### src/design/ow_pkg.sv
// ow_pkg: shared types, codes and constants of the 1-wire bus master core
// depends on nothing; imported by ow_front, ow_back and the top level
package ow_pkg;

   // command codes on the op field
   localparam logic [1:0] OP_NONE  = 2'd0;
   localparam logic [1:0] OP_RESET = 2'd1;
   localparam logic [1:0] OP_WRITE = 2'd2;
   localparam logic [1:0] OP_READ  = 2'd3;

   // configuration register indexes
   localparam logic [2:0] CFG_RESET_LOW     = 3'd0;
   localparam logic [2:0] CFG_RESET_RELEASE = 3'd1;
   localparam logic [2:0] CFG_PRES_LOW      = 3'd2;
   localparam logic [2:0] CFG_PRES_HIGH     = 3'd3;
   localparam logic [2:0] CFG_SHORT_SLOT    = 3'd4;
   localparam logic [2:0] CFG_LONG_SLOT     = 3'd5;
   localparam logic [2:0] CFG_READ_SAMPLE   = 3'd6;
   localparam logic [2:0] CFG_READ_RECOVERY = 3'd7;

   // configuration reset values
   localparam logic [9:0] RST_RESET_LOW     = 10'd750;
   localparam logic [7:0] RST_RESET_RELEASE = 8'd15;
   localparam logic [9:0] RST_PRES_LOW      = 10'd200;
   localparam logic [9:0] RST_PRES_HIGH     = 10'd240;
   localparam logic [7:0] RST_SHORT_SLOT    = 8'd2;
   localparam logic [7:0] RST_LONG_SLOT     = 8'd60;
   localparam logic [7:0] RST_READ_SAMPLE   = 8'd12;
   localparam logic [7:0] RST_READ_RECOVERY = 8'd50;

   localparam logic [3:0] BITS_PER_BYTE = 4'd8;

   // tick queue between front and back
   localparam int QUEUE_DEPTH = 2;
   localparam int QPTR_W      = $clog2(QUEUE_DEPTH);

   typedef enum logic [1:0] {
      CMD_NONE  = 2'd0,
      CMD_RESET = 2'd1,
      CMD_WRITE = 2'd2,
      CMD_READ  = 2'd3
   } cmd_type;

   typedef enum logic [3:0] {
      PH_IDLE      = 4'd0,
      PH_RST_LOW   = 4'd1,
      PH_RST_REL   = 4'd2,
      PH_PRES_LOW  = 4'd3,
      PH_PRES_HIGH = 4'd4,
      PH_WR_LOW    = 4'd5,
      PH_WR_HIGH   = 4'd6,
      PH_RD_LOW    = 4'd7,
      PH_RD_WAIT   = 4'd8,
      PH_RD_REC    = 4'd9
   } phase_type;

   typedef enum logic [1:0] {
      ST_OK          = 2'd0,
      ST_NO_PRESENCE = 2'd1,
      ST_REJECTED    = 2'd2
   } status_type;

   // one classified tick as it sits in the queue
   typedef struct packed {
      cmd_type    cmd;
      logic [7:0] write_value;
      logic       line_level;
   } tick_type;

endpackage

### src/design/ow_front.sv
// ow_front: accepts tick transactions, decodes the command and queues them
// depends on ow_pkg; feeds ow_back
module ow_front (
   input  logic             clock,
   input  logic             reset,
   input  logic             req_valid,
   output logic             req_ready,
   input  logic [1:0]       req_op,
   input  logic [7:0]       req_write_value,
   input  logic             req_line_level,
   output logic             head_valid,
   output ow_pkg::tick_type head,
   input  logic             head_pop
);
   import ow_pkg::*;

   tick_type          mem_ff [QUEUE_DEPTH];
   logic [QPTR_W-1:0] wr_ptr_ff;
   logic [QPTR_W-1:0] rd_ptr_ff;
   logic [QPTR_W:0]   count_ff;
   logic              push;
   tick_type          entry;

   // classify the command; the byte only travels with a write
   always_comb begin
      entry.line_level  = req_line_level;
      entry.write_value = 8'd0;
      unique case (req_op)
         OP_NONE:  entry.cmd = CMD_NONE;
         OP_RESET: entry.cmd = CMD_RESET;
         OP_WRITE: begin
            entry.cmd         = CMD_WRITE;
            entry.write_value = req_write_value;
         end
         OP_READ:  entry.cmd = CMD_READ;
         default:  entry.cmd = CMD_NONE;
      endcase
   end

   assign req_ready  = (count_ff != (QPTR_W+1)'(QUEUE_DEPTH));
   assign push       = req_valid && req_ready;
   assign head_valid = (count_ff != '0);
   assign head       = mem_ff[rd_ptr_ff];

   // queue storage
   always_ff @(posedge clock) begin
      if (push) begin
         mem_ff[wr_ptr_ff] <= entry;
      end
   end

   // queue pointers and fill count
   always_ff @(posedge clock) begin
      if (reset) begin
         wr_ptr_ff <= '0;
         rd_ptr_ff <= '0;
         count_ff  <= '0;
      end else begin
         if (push) begin
            wr_ptr_ff <= wr_ptr_ff + 1'b1;
         end
         if (head_pop) begin
            rd_ptr_ff <= rd_ptr_ff + 1'b1;
         end
         if (push && !head_pop) begin
            count_ff <= count_ff + 1'b1;
         end else if (!push && head_pop) begin
            count_ff <= count_ff - 1'b1;
         end
      end
   end

endmodule

### src/design/ow_back.sv
// ow_back: bus timing engine, configuration registers and result register
// depends on ow_pkg; takes queued ticks from ow_front
module ow_back (
   input  logic             clock,
   input  logic             reset,
   input  logic             csr_wr_en,
   input  logic [2:0]       csr_index,
   input  logic [9:0]       csr_wdata,
   input  logic             head_valid,
   input  ow_pkg::tick_type head,
   output logic             head_pop,
   output logic             rsp_valid,
   input  logic             rsp_ready,
   output logic             rsp_pull_low,
   output logic             rsp_busy_res,
   output logic             rsp_finished,
   output logic [1:0]       rsp_status,
   output logic [7:0]       rsp_read_value
);
   import ow_pkg::*;

   typedef struct packed {
      logic [9:0] rst_low;
      logic [7:0] rst_rel;
      logic [9:0] pres_low;
      logic [9:0] pres_high;
      logic [7:0] short_slot;
      logic [7:0] long_slot;
      logic [7:0] sample;
      logic [7:0] recovery;
   } cfg_type;

   typedef struct packed {
      phase_type  phase;
      logic [9:0] tcnt;
      logic [3:0] bits;
      logic [7:0] shift;
      logic [7:0] last;
      logic       done;
      logic       fin;
      status_type st;
      logic       pull;
   } eng_type;

   // configuration registers
   logic [9:0] cfg_rst_low_ff;
   logic [7:0] cfg_rst_rel_ff;
   logic [9:0] cfg_pres_low_ff;
   logic [9:0] cfg_pres_high_ff;
   logic [7:0] cfg_short_ff;
   logic [7:0] cfg_long_ff;
   logic [7:0] cfg_sample_ff;
   logic [7:0] cfg_recov_ff;
   cfg_type    cfg;

   // engine state
   phase_type  phase_ff;
   logic [9:0] tcnt_ff;
   logic [3:0] bits_ff;
   logic [7:0] shift_ff;
   logic [7:0] last_ff;
   logic       cont_ff;
   logic       pend_fin_ff;
   status_type pend_st_ff;
   logic       pend_rej_ff;

   // result register
   logic       rsp_valid_ff;
   logic       rsp_pull_ff;
   logic       rsp_busy_ff;
   logic       rsp_fin_ff;
   logic [1:0] rsp_status_ff;
   logic [7:0] rsp_read_ff;
   logic       rsp_pull_in;
   logic       rsp_busy_in;
   logic       rsp_fin_in;
   logic [1:0] rsp_status_in;
   logic [7:0] rsp_read_in;

   eng_type s0, s1, s2, s3, s4;
   logic    rej_now;
   logic    go;

   // one pass of the phase sequencer on a tick
   function automatic eng_type ow_step(eng_type e, logic line, cfg_type c);
      eng_type    r;
      logic [9:0] dur;
      logic [9:0] tnext;
      logic [3:0] bnext;
      logic       lvl;
      logic       one;
      r     = e;
      dur   = '0;
      lvl   = 1'b0;
      one   = e.shift[0];
      tnext = e.tcnt + 10'd1;
      bnext = e.bits + 4'd1;
      if (!e.done) begin
         unique case (e.phase)
            PH_RST_LOW: begin
               dur = c.rst_low;
               lvl = 1'b1;
            end
            PH_RST_REL: dur = {2'b00, c.rst_rel};
            PH_WR_LOW: begin
               dur = one ? {2'b00, c.short_slot} : {2'b00, c.long_slot};
               lvl = 1'b1;
            end
            PH_WR_HIGH: dur = one ? {2'b00, c.long_slot} : {2'b00, c.short_slot};
            PH_RD_LOW: begin
               dur = {2'b00, c.short_slot};
               lvl = 1'b1;
            end
            PH_RD_WAIT: dur = {2'b00, c.sample};
            PH_RD_REC:  dur = {2'b00, c.recovery};
            default:    dur = '0;
         endcase

         if (e.phase == PH_IDLE) begin
            r.done = 1'b1;
         end else if (e.phase == PH_PRES_LOW) begin
            // waiting for the device to pull the line low
            if (!line) begin
               r.phase = PH_PRES_HIGH;
               r.tcnt  = '0;
            end else begin
               r.tcnt = tnext;
               r.done = 1'b1;
               if (tnext >= c.pres_low) begin
                  r.phase = PH_IDLE;
                  r.tcnt  = '0;
                  r.fin   = 1'b1;
                  r.st    = ST_NO_PRESENCE;
               end
            end
         end else if (e.phase == PH_PRES_HIGH) begin
            // waiting for the device to release the line
            r.done = 1'b1;
            if (line) begin
               r.phase = PH_IDLE;
               r.tcnt  = '0;
               r.fin   = 1'b1;
               r.st    = ST_OK;
            end else begin
               r.tcnt = tnext;
               if (tnext >= c.pres_high) begin
                  r.phase = PH_IDLE;
                  r.tcnt  = '0;
                  r.fin   = 1'b1;
                  r.st    = ST_NO_PRESENCE;
               end
            end
         end else if (e.tcnt < dur) begin
            // timed part still running
            r.pull = lvl;
            r.tcnt = tnext;
            r.done = 1'b1;
         end else begin
            // timed part over: move on
            r.tcnt = '0;
            unique case (e.phase)
               PH_RST_LOW: r.phase = PH_RST_REL;
               PH_RST_REL: r.phase = PH_PRES_LOW;
               PH_WR_LOW:  r.phase = PH_WR_HIGH;
               PH_WR_HIGH: begin
                  r.shift = {1'b0, e.shift[7:1]};
                  r.bits  = bnext;
                  if (bnext >= BITS_PER_BYTE) begin
                     r.phase = PH_IDLE;
                     r.fin   = 1'b1;
                     r.st    = ST_OK;
                  end else begin
                     r.phase = PH_WR_LOW;
                  end
               end
               PH_RD_LOW: r.phase = PH_RD_WAIT;
               PH_RD_WAIT: begin
                  r.shift = {line, e.shift[7:1]};
                  r.phase = PH_RD_REC;
               end
               PH_RD_REC: begin
                  r.bits = bnext;
                  if (bnext >= BITS_PER_BYTE) begin
                     r.last  = e.shift;
                     r.phase = PH_IDLE;
                     r.fin   = 1'b1;
                     r.st    = ST_OK;
                  end else begin
                     r.phase = PH_RD_LOW;
                  end
               end
               default: r.phase = PH_IDLE;
            endcase
         end
      end
      return r;
   endfunction

   assign cfg = '{
      rst_low:    cfg_rst_low_ff,
      rst_rel:    cfg_rst_rel_ff,
      pres_low:   cfg_pres_low_ff,
      pres_high:  cfg_pres_high_ff,
      short_slot: cfg_short_ff,
      long_slot:  cfg_long_ff,
      sample:     cfg_sample_ff,
      recovery:   cfg_recov_ff
   };

   // configuration writes
   always_ff @(posedge clock) begin
      if (reset) begin
         cfg_rst_low_ff   <= RST_RESET_LOW;
         cfg_rst_rel_ff   <= RST_RESET_RELEASE;
         cfg_pres_low_ff  <= RST_PRES_LOW;
         cfg_pres_high_ff <= RST_PRES_HIGH;
         cfg_short_ff     <= RST_SHORT_SLOT;
         cfg_long_ff      <= RST_LONG_SLOT;
         cfg_sample_ff    <= RST_READ_SAMPLE;
         cfg_recov_ff     <= RST_READ_RECOVERY;
      end else if (csr_wr_en) begin
         unique case (csr_index)
            CFG_RESET_LOW:     cfg_rst_low_ff   <= csr_wdata;
            CFG_RESET_RELEASE: cfg_rst_rel_ff   <= csr_wdata[7:0];
            CFG_PRES_LOW:      cfg_pres_low_ff  <= csr_wdata;
            CFG_PRES_HIGH:     cfg_pres_high_ff <= csr_wdata;
            CFG_SHORT_SLOT:    cfg_short_ff     <= csr_wdata[7:0];
            CFG_LONG_SLOT:     cfg_long_ff      <= csr_wdata[7:0];
            CFG_READ_SAMPLE:   cfg_sample_ff    <= csr_wdata[7:0];
            CFG_READ_RECOVERY: cfg_recov_ff     <= csr_wdata[7:0];
            default: ;
         endcase
      end
   end

   // a tick runs when one is queued and the result register can take it
   assign go       = head_valid && (!rsp_valid_ff || rsp_ready);
   assign head_pop = go && s4.done;

   // next state: command start, then four sequencer passes
   always_comb begin
      s0.phase = phase_ff;
      s0.tcnt  = tcnt_ff;
      s0.bits  = bits_ff;
      s0.shift = shift_ff;
      s0.last  = last_ff;
      s0.done  = 1'b0;
      s0.pull  = 1'b0;
      if (cont_ff) begin
         s0.fin  = pend_fin_ff;
         s0.st   = pend_st_ff;
         rej_now = pend_rej_ff;
      end else begin
         s0.fin  = 1'b0;
         s0.st   = ST_OK;
         rej_now = (head.cmd != CMD_NONE) && (phase_ff != PH_IDLE);
         if ((head.cmd != CMD_NONE) && (phase_ff == PH_IDLE)) begin
            s0.bits = '0;
            s0.tcnt = '0;
            unique case (head.cmd)
               CMD_RESET: s0.phase = PH_RST_LOW;
               CMD_WRITE: begin
                  s0.shift = head.write_value;
                  s0.phase = PH_WR_LOW;
               end
               CMD_READ: begin
                  s0.shift = 8'd0;
                  s0.phase = PH_RD_LOW;
               end
               default: s0.phase = phase_ff;
            endcase
         end
      end
      s1 = ow_step(s0, head.line_level, cfg);
      s2 = ow_step(s1, head.line_level, cfg);
      s3 = ow_step(s2, head.line_level, cfg);
      s4 = ow_step(s3, head.line_level, cfg);
   end

   // outputs of the finished tick
   always_comb begin
      rsp_pull_in = s4.pull;
      rsp_busy_in = (s4.phase != PH_IDLE);
      rsp_fin_in  = s4.fin || rej_now;
      rsp_read_in = s4.last;
      if (s4.fin) begin
         rsp_status_in = s4.st;
      end else if (rej_now) begin
         rsp_status_in = ST_REJECTED;
      end else begin
         rsp_status_in = ST_OK;
      end
   end

   // engine registers
   always_ff @(posedge clock) begin
      if (reset) begin
         phase_ff    <= PH_IDLE;
         tcnt_ff     <= '0;
         bits_ff     <= '0;
         shift_ff    <= '0;
         last_ff     <= '0;
         cont_ff     <= 1'b0;
         pend_fin_ff <= 1'b0;
         pend_st_ff  <= ST_OK;
         pend_rej_ff <= 1'b0;
      end else if (go) begin
         phase_ff    <= s4.phase;
         tcnt_ff     <= s4.tcnt;
         bits_ff     <= s4.bits;
         shift_ff    <= s4.shift;
         last_ff     <= s4.last;
         cont_ff     <= !s4.done;
         pend_fin_ff <= s4.fin;
         pend_st_ff  <= s4.st;
         pend_rej_ff <= rej_now;
      end
   end

   // result register valid
   always_ff @(posedge clock) begin
      if (reset) begin
         rsp_valid_ff <= 1'b0;
      end else if (head_pop) begin
         rsp_valid_ff <= 1'b1;
      end else if (rsp_ready) begin
         rsp_valid_ff <= 1'b0;
      end
   end

   // result register payload
   always_ff @(posedge clock) begin
      if (head_pop) begin
         rsp_pull_ff   <= rsp_pull_in;
         rsp_busy_ff   <= rsp_busy_in;
         rsp_fin_ff    <= rsp_fin_in;
         rsp_status_ff <= rsp_status_in;
         rsp_read_ff   <= rsp_read_in;
      end
   end

   assign rsp_valid      = rsp_valid_ff;
   assign rsp_pull_low   = rsp_pull_ff;
   assign rsp_busy_res   = rsp_busy_ff;
   assign rsp_finished   = rsp_fin_ff;
   assign rsp_status     = rsp_status_ff;
   assign rsp_read_value = rsp_read_ff;

endmodule

### src/design/one_wire_bus_master_core.sv
// one_wire_bus_master_core: one result transaction per tick transaction.
// an accepted tick is written to the tick queue and its result to the result register.
// throughput: one tick per cycle while the result register can take it; the
//   sequencer evaluates up to four phases per cycle, and a tick whose chain
//   of zero-length parts runs longer stays queued and resumes from saved state.
// reset: synchronous, active high; clears queue, engine and result valid and
//   loads the default timing registers.
module one_wire_bus_master_core (
   input  logic       clock,
   input  logic       reset,
   input  logic       csr_wr_en,
   input  logic [2:0] csr_index,
   input  logic [9:0] csr_wdata,
   input  logic       req_valid,
   output logic       req_ready,
   input  logic [1:0] req_op,
   input  logic [7:0] req_write_value,
   input  logic       req_line_level,
   output logic       rsp_valid,
   input  logic       rsp_ready,
   output logic       rsp_pull_low,
   output logic       rsp_busy_res,
   output logic       rsp_finished,
   output logic [1:0] rsp_status,
   output logic [7:0] rsp_read_value
);
   import ow_pkg::*;

   tick_type head;
   logic     head_valid;
   logic     head_pop;

   // accept and classify ticks
   ow_front u_front (
      .clock           (clock),
      .reset           (reset),
      .req_valid       (req_valid),
      .req_ready       (req_ready),
      .req_op          (req_op),
      .req_write_value (req_write_value),
      .req_line_level  (req_line_level),
      .head_valid      (head_valid),
      .head            (head),
      .head_pop        (head_pop)
   );

   // run the bus timing and deliver results
   ow_back u_back (
      .clock          (clock),
      .reset          (reset),
      .csr_wr_en      (csr_wr_en),
      .csr_index      (csr_index),
      .csr_wdata      (csr_wdata),
      .head_valid     (head_valid),
      .head           (head),
      .head_pop       (head_pop),
      .rsp_valid      (rsp_valid),
      .rsp_ready      (rsp_ready),
      .rsp_pull_low   (rsp_pull_low),
      .rsp_busy_res   (rsp_busy_res),
      .rsp_finished   (rsp_finished),
      .rsp_status     (rsp_status),
      .rsp_read_value (rsp_read_value)
   );

endmodule

### config.mk
export PLATFORM = sky130hd
export DESIGN_NAME = one_wire_bus_master_core
export DESIGN_NICKNAME = d
export VERILOG_FILES = /design/src/design/ow_pkg.sv /design/src/design/ow_front.sv /design/src/design/ow_back.sv /design/src/design/one_wire_bus_master_core.sv
export SDC_FILE = /design/constraint.sdc
export NUM_CORES = 1
export LEC_CHECK = 0
export ABC_AREA = 1
export BUFFER_PORTS_ARGS = -buffer_cell sky130_fd_sc_hd__buf_2
export CORE_MARGIN = 3
export CORE_UTILIZATION = 30
export CTS_BUF_LIST = sky130_fd_sc_hd__clkbuf_16
export DETAILED_ROUTE_END_ITERATION = 12
export GPL_TIMING_DRIVEN = 0
export PLACE_DENSITY = 0.55
export SYNTH_ARGS = -nofsm -noshare
export SYNTH_HDL_FRONTEND = slang
export SYNTH_SLANG_ARGS = --single-unit
### constraint.sdc
create_clock -name clock -period 19 [get_ports clock]
set_input_delay 3.8 -clock clock [delete_from_list [all_inputs] [get_ports clock]]
set_output_delay 3.8 -clock clock [all_outputs]
set_load 0.01 [all_outputs]
==> reports/metrics.cfg <==
[outcome]
status = finished clean

[route]
wl_per_cell_um = 21.0
drtIter0Drc = 1373
via_per_inst = 5.42
ant_nets = 0
dr.pass1.iters = 7
drc = 0
via_count = 14600
totalWireLength_um = 56600

[finish]
area_growth_pct = 11.6
n_antenna_cell = 0
final_nets = 2251
postLayoutCoreUtil_pct = 34.4
final_cell_mix = nand2_1 (460), inv_1 (271), nor2_1 (190), a21oi_1 (156), o21ai_0 (127)
final_common_cell = nand2_1
final_area_um2 = 15000
drive_above_1_share_pct = 9.00

[yosys]
postSynthAreaPerCell_um2 = 6.61
synthFlopType = dfxtp_1
syn_area_um2 = 13400
synth_seq_cells = 150
synth_top_area_share_pct = 17.1
synthCells = 2034
synth_edf_count = 35
async_flop_share_pct = 0
syn_nets = 2188
synth_seq_area_share_pct = 24.9
yosys_warnings = 0
yosys.area.top_type = dfxtp_1
synth_area_leaders = dfxtp_1 (17%), nand2_1 (13%), ha_1 (12%)
ys_types = 61

[grt]
antenna_found_initial = 2
grt_usage_pct = 23.7
grt.overflow.total = 0
grt_pass1_wl_um = 84300
grt_pass1_vias = 13400
grt_start_max_net_pins = 19

[worst_hold_path]
hp-start = u_front.rd_ptr_ff
hold_depth = 1
hp-class = reg -> reg
whs_endpoint = u_front.rd_ptr_ff

[sta]
setup-violations-final = 0
period_share_pct = 87.2
rsz0062_at_grt = no
finalClockSkew_ps = 14.4
slew_violations = 0
period_needed_ps = 16570
fin_hold_ws_ps = 467
relSlewSlack_pct = 16.2
fmax_mhz = 60.3
fin_setup_tns_ps = 0
worstMarginPinSlew_ps = 1240
hold_violations = 0

[clock_network]
h-tree-depth = 4
cts_buffers = 17
cts_root_buf = clkbuf_16
clock_sinks = 150
cts_hold_buffers = 0
cts_buffer_depth = 2
clk_latency_ps = 470
cts_resized = 0
cts_tree = done
clkTransAtPathRegs_ps = 80
postCtsSetupRepairBufs = 0

[die]
row_count = 76
die_y_um = 218
die_w_um = 218
core_area_um2 = 43600
dieArea_um2 = 47400
io_pins = 44
floorplan.initialDensity_pct = 30.8

[setup_path]
cp-end-kind = flip-flop
crit_path_frequent_cell = nand2_1
crit_type = reg -> reg
r2r_end = u_back.rsp_busy_res
rrSetupSlack_ps = 2430
critPathMaxFanout = 10
required_ps = 19300
crit_arrival_ps = 16870
max_stage_delay_ps = 910
reg2reg_depth = 74
crit_path_start_kind = flip-flop
cp_slowest_cell = nor2_1
reg2reg_from = u_back.phase_ff[3]

[job]
cap_violations = 0

[placed_design]
port_buffers = 43
place_congestion = 1.02
place_hpwl_um = 45300
place_area_um2 = 14400

how the worst max path moves through the flow:
stage	startpoint	to	slack, ps	cells after the start
floorplan	flip-flop	u_back.rsp_status[1]	7770	75
global placement	flip-flop	u_back.rsp_busy_res	2900	74
detailed placement	flip-flop	u_back.rsp_busy_res	2890	74
CTS	flip-flop	u_back.rsp_busy_res	2790	74
global route	flip-flop	u_back.rsp_busy_res	1460	72
finish	u_back.phase_ff[3]	u_back.rsp_busy_res	2430	74
Yosys cell counts, types with 7 or more instances:
master	number
a21oi_1	156
nor4_1	13
inv_1	271
o21ai_0	127
dfxtp_1	115
nand2_1	460
a211oi_1	8
o2111ai_1	12
nor3_1	18
clkinv_1	8
o22ai_1	25
nand2_2	25
nor2_2	13
xor2_1	32
nand3_1	82
a31oi_1	13
a22oi_1	8
inv_2	27
nand4_1	16
o21ai_1	37
xnor2_1	8
clkbuf_1	34
edfxtp_1	35
o211ai_1	60
o21a_1	20
nor2_1	190
o221ai_1	7
ha_1	125
a221oi_1	10
flip-flops by register name, summed over array words and instances (netlist names), 10 cells and up, named ones only:
signal and flops:
u_back.cfg_pres_low_ff 10, u_front.mem_ff 22, u_back.cfg_pres_high_ff 10, u_back.cfg_rst_low_ff 10, u_back.tcnt_ff 10
cells by family after synthesis:
logic type | Yosys count | share of synthesized area (%)
AOI/OAI and AO/OA | 516 | 23.3
DFF | 150 | 24.9
xor gates and xnor gates | 40 | 2.61
buffers and inverters | 353 | 10.2
muxes | 3 | 0.223
and+or+nand+nor | 847 | 27.1
adders and majority gates | 125 | 11.6
critical path: cells and delay by family, from the launching register on:
kind	cells	cell delay, ps
fa+ha+maj	5	1580
simple gates	30	5280
compound gates	27	6820
buf+inv	10	1900
xor+xnor	2	400
flops	1	380
layout make-up:
class	count	area [um2]
Buffer	46	213
Clock buffer	17	425
Clock inverter	15	178
Fill cell	4692	28600
Inverter	307	1150
Multi-Input combinational cell	1531	8720
Sequential cell	150	3350
Tap cell	585	732
Timing Repair Buffer	44	225
through the flow:
step	setup WS (ps)	cells
final	2430	2695
after global placement	2900	2662
after floorplan	7770	2034
after CTS	2790	2695
after detailed placement	2890	2663
after global routing	1460	2695
per-layer routing:
metal / GRT usage [%] / share of wire, %
met5: 0 / 0.046
met4: 8.91 / 3.5
met3: 4.82 / 7.3
met2: 37.0 / 43
met1: 32.3 / 46
Power is not shown: default switching activity piles up to over one toggle a cycle in this logic, so the estimate is an artifact.
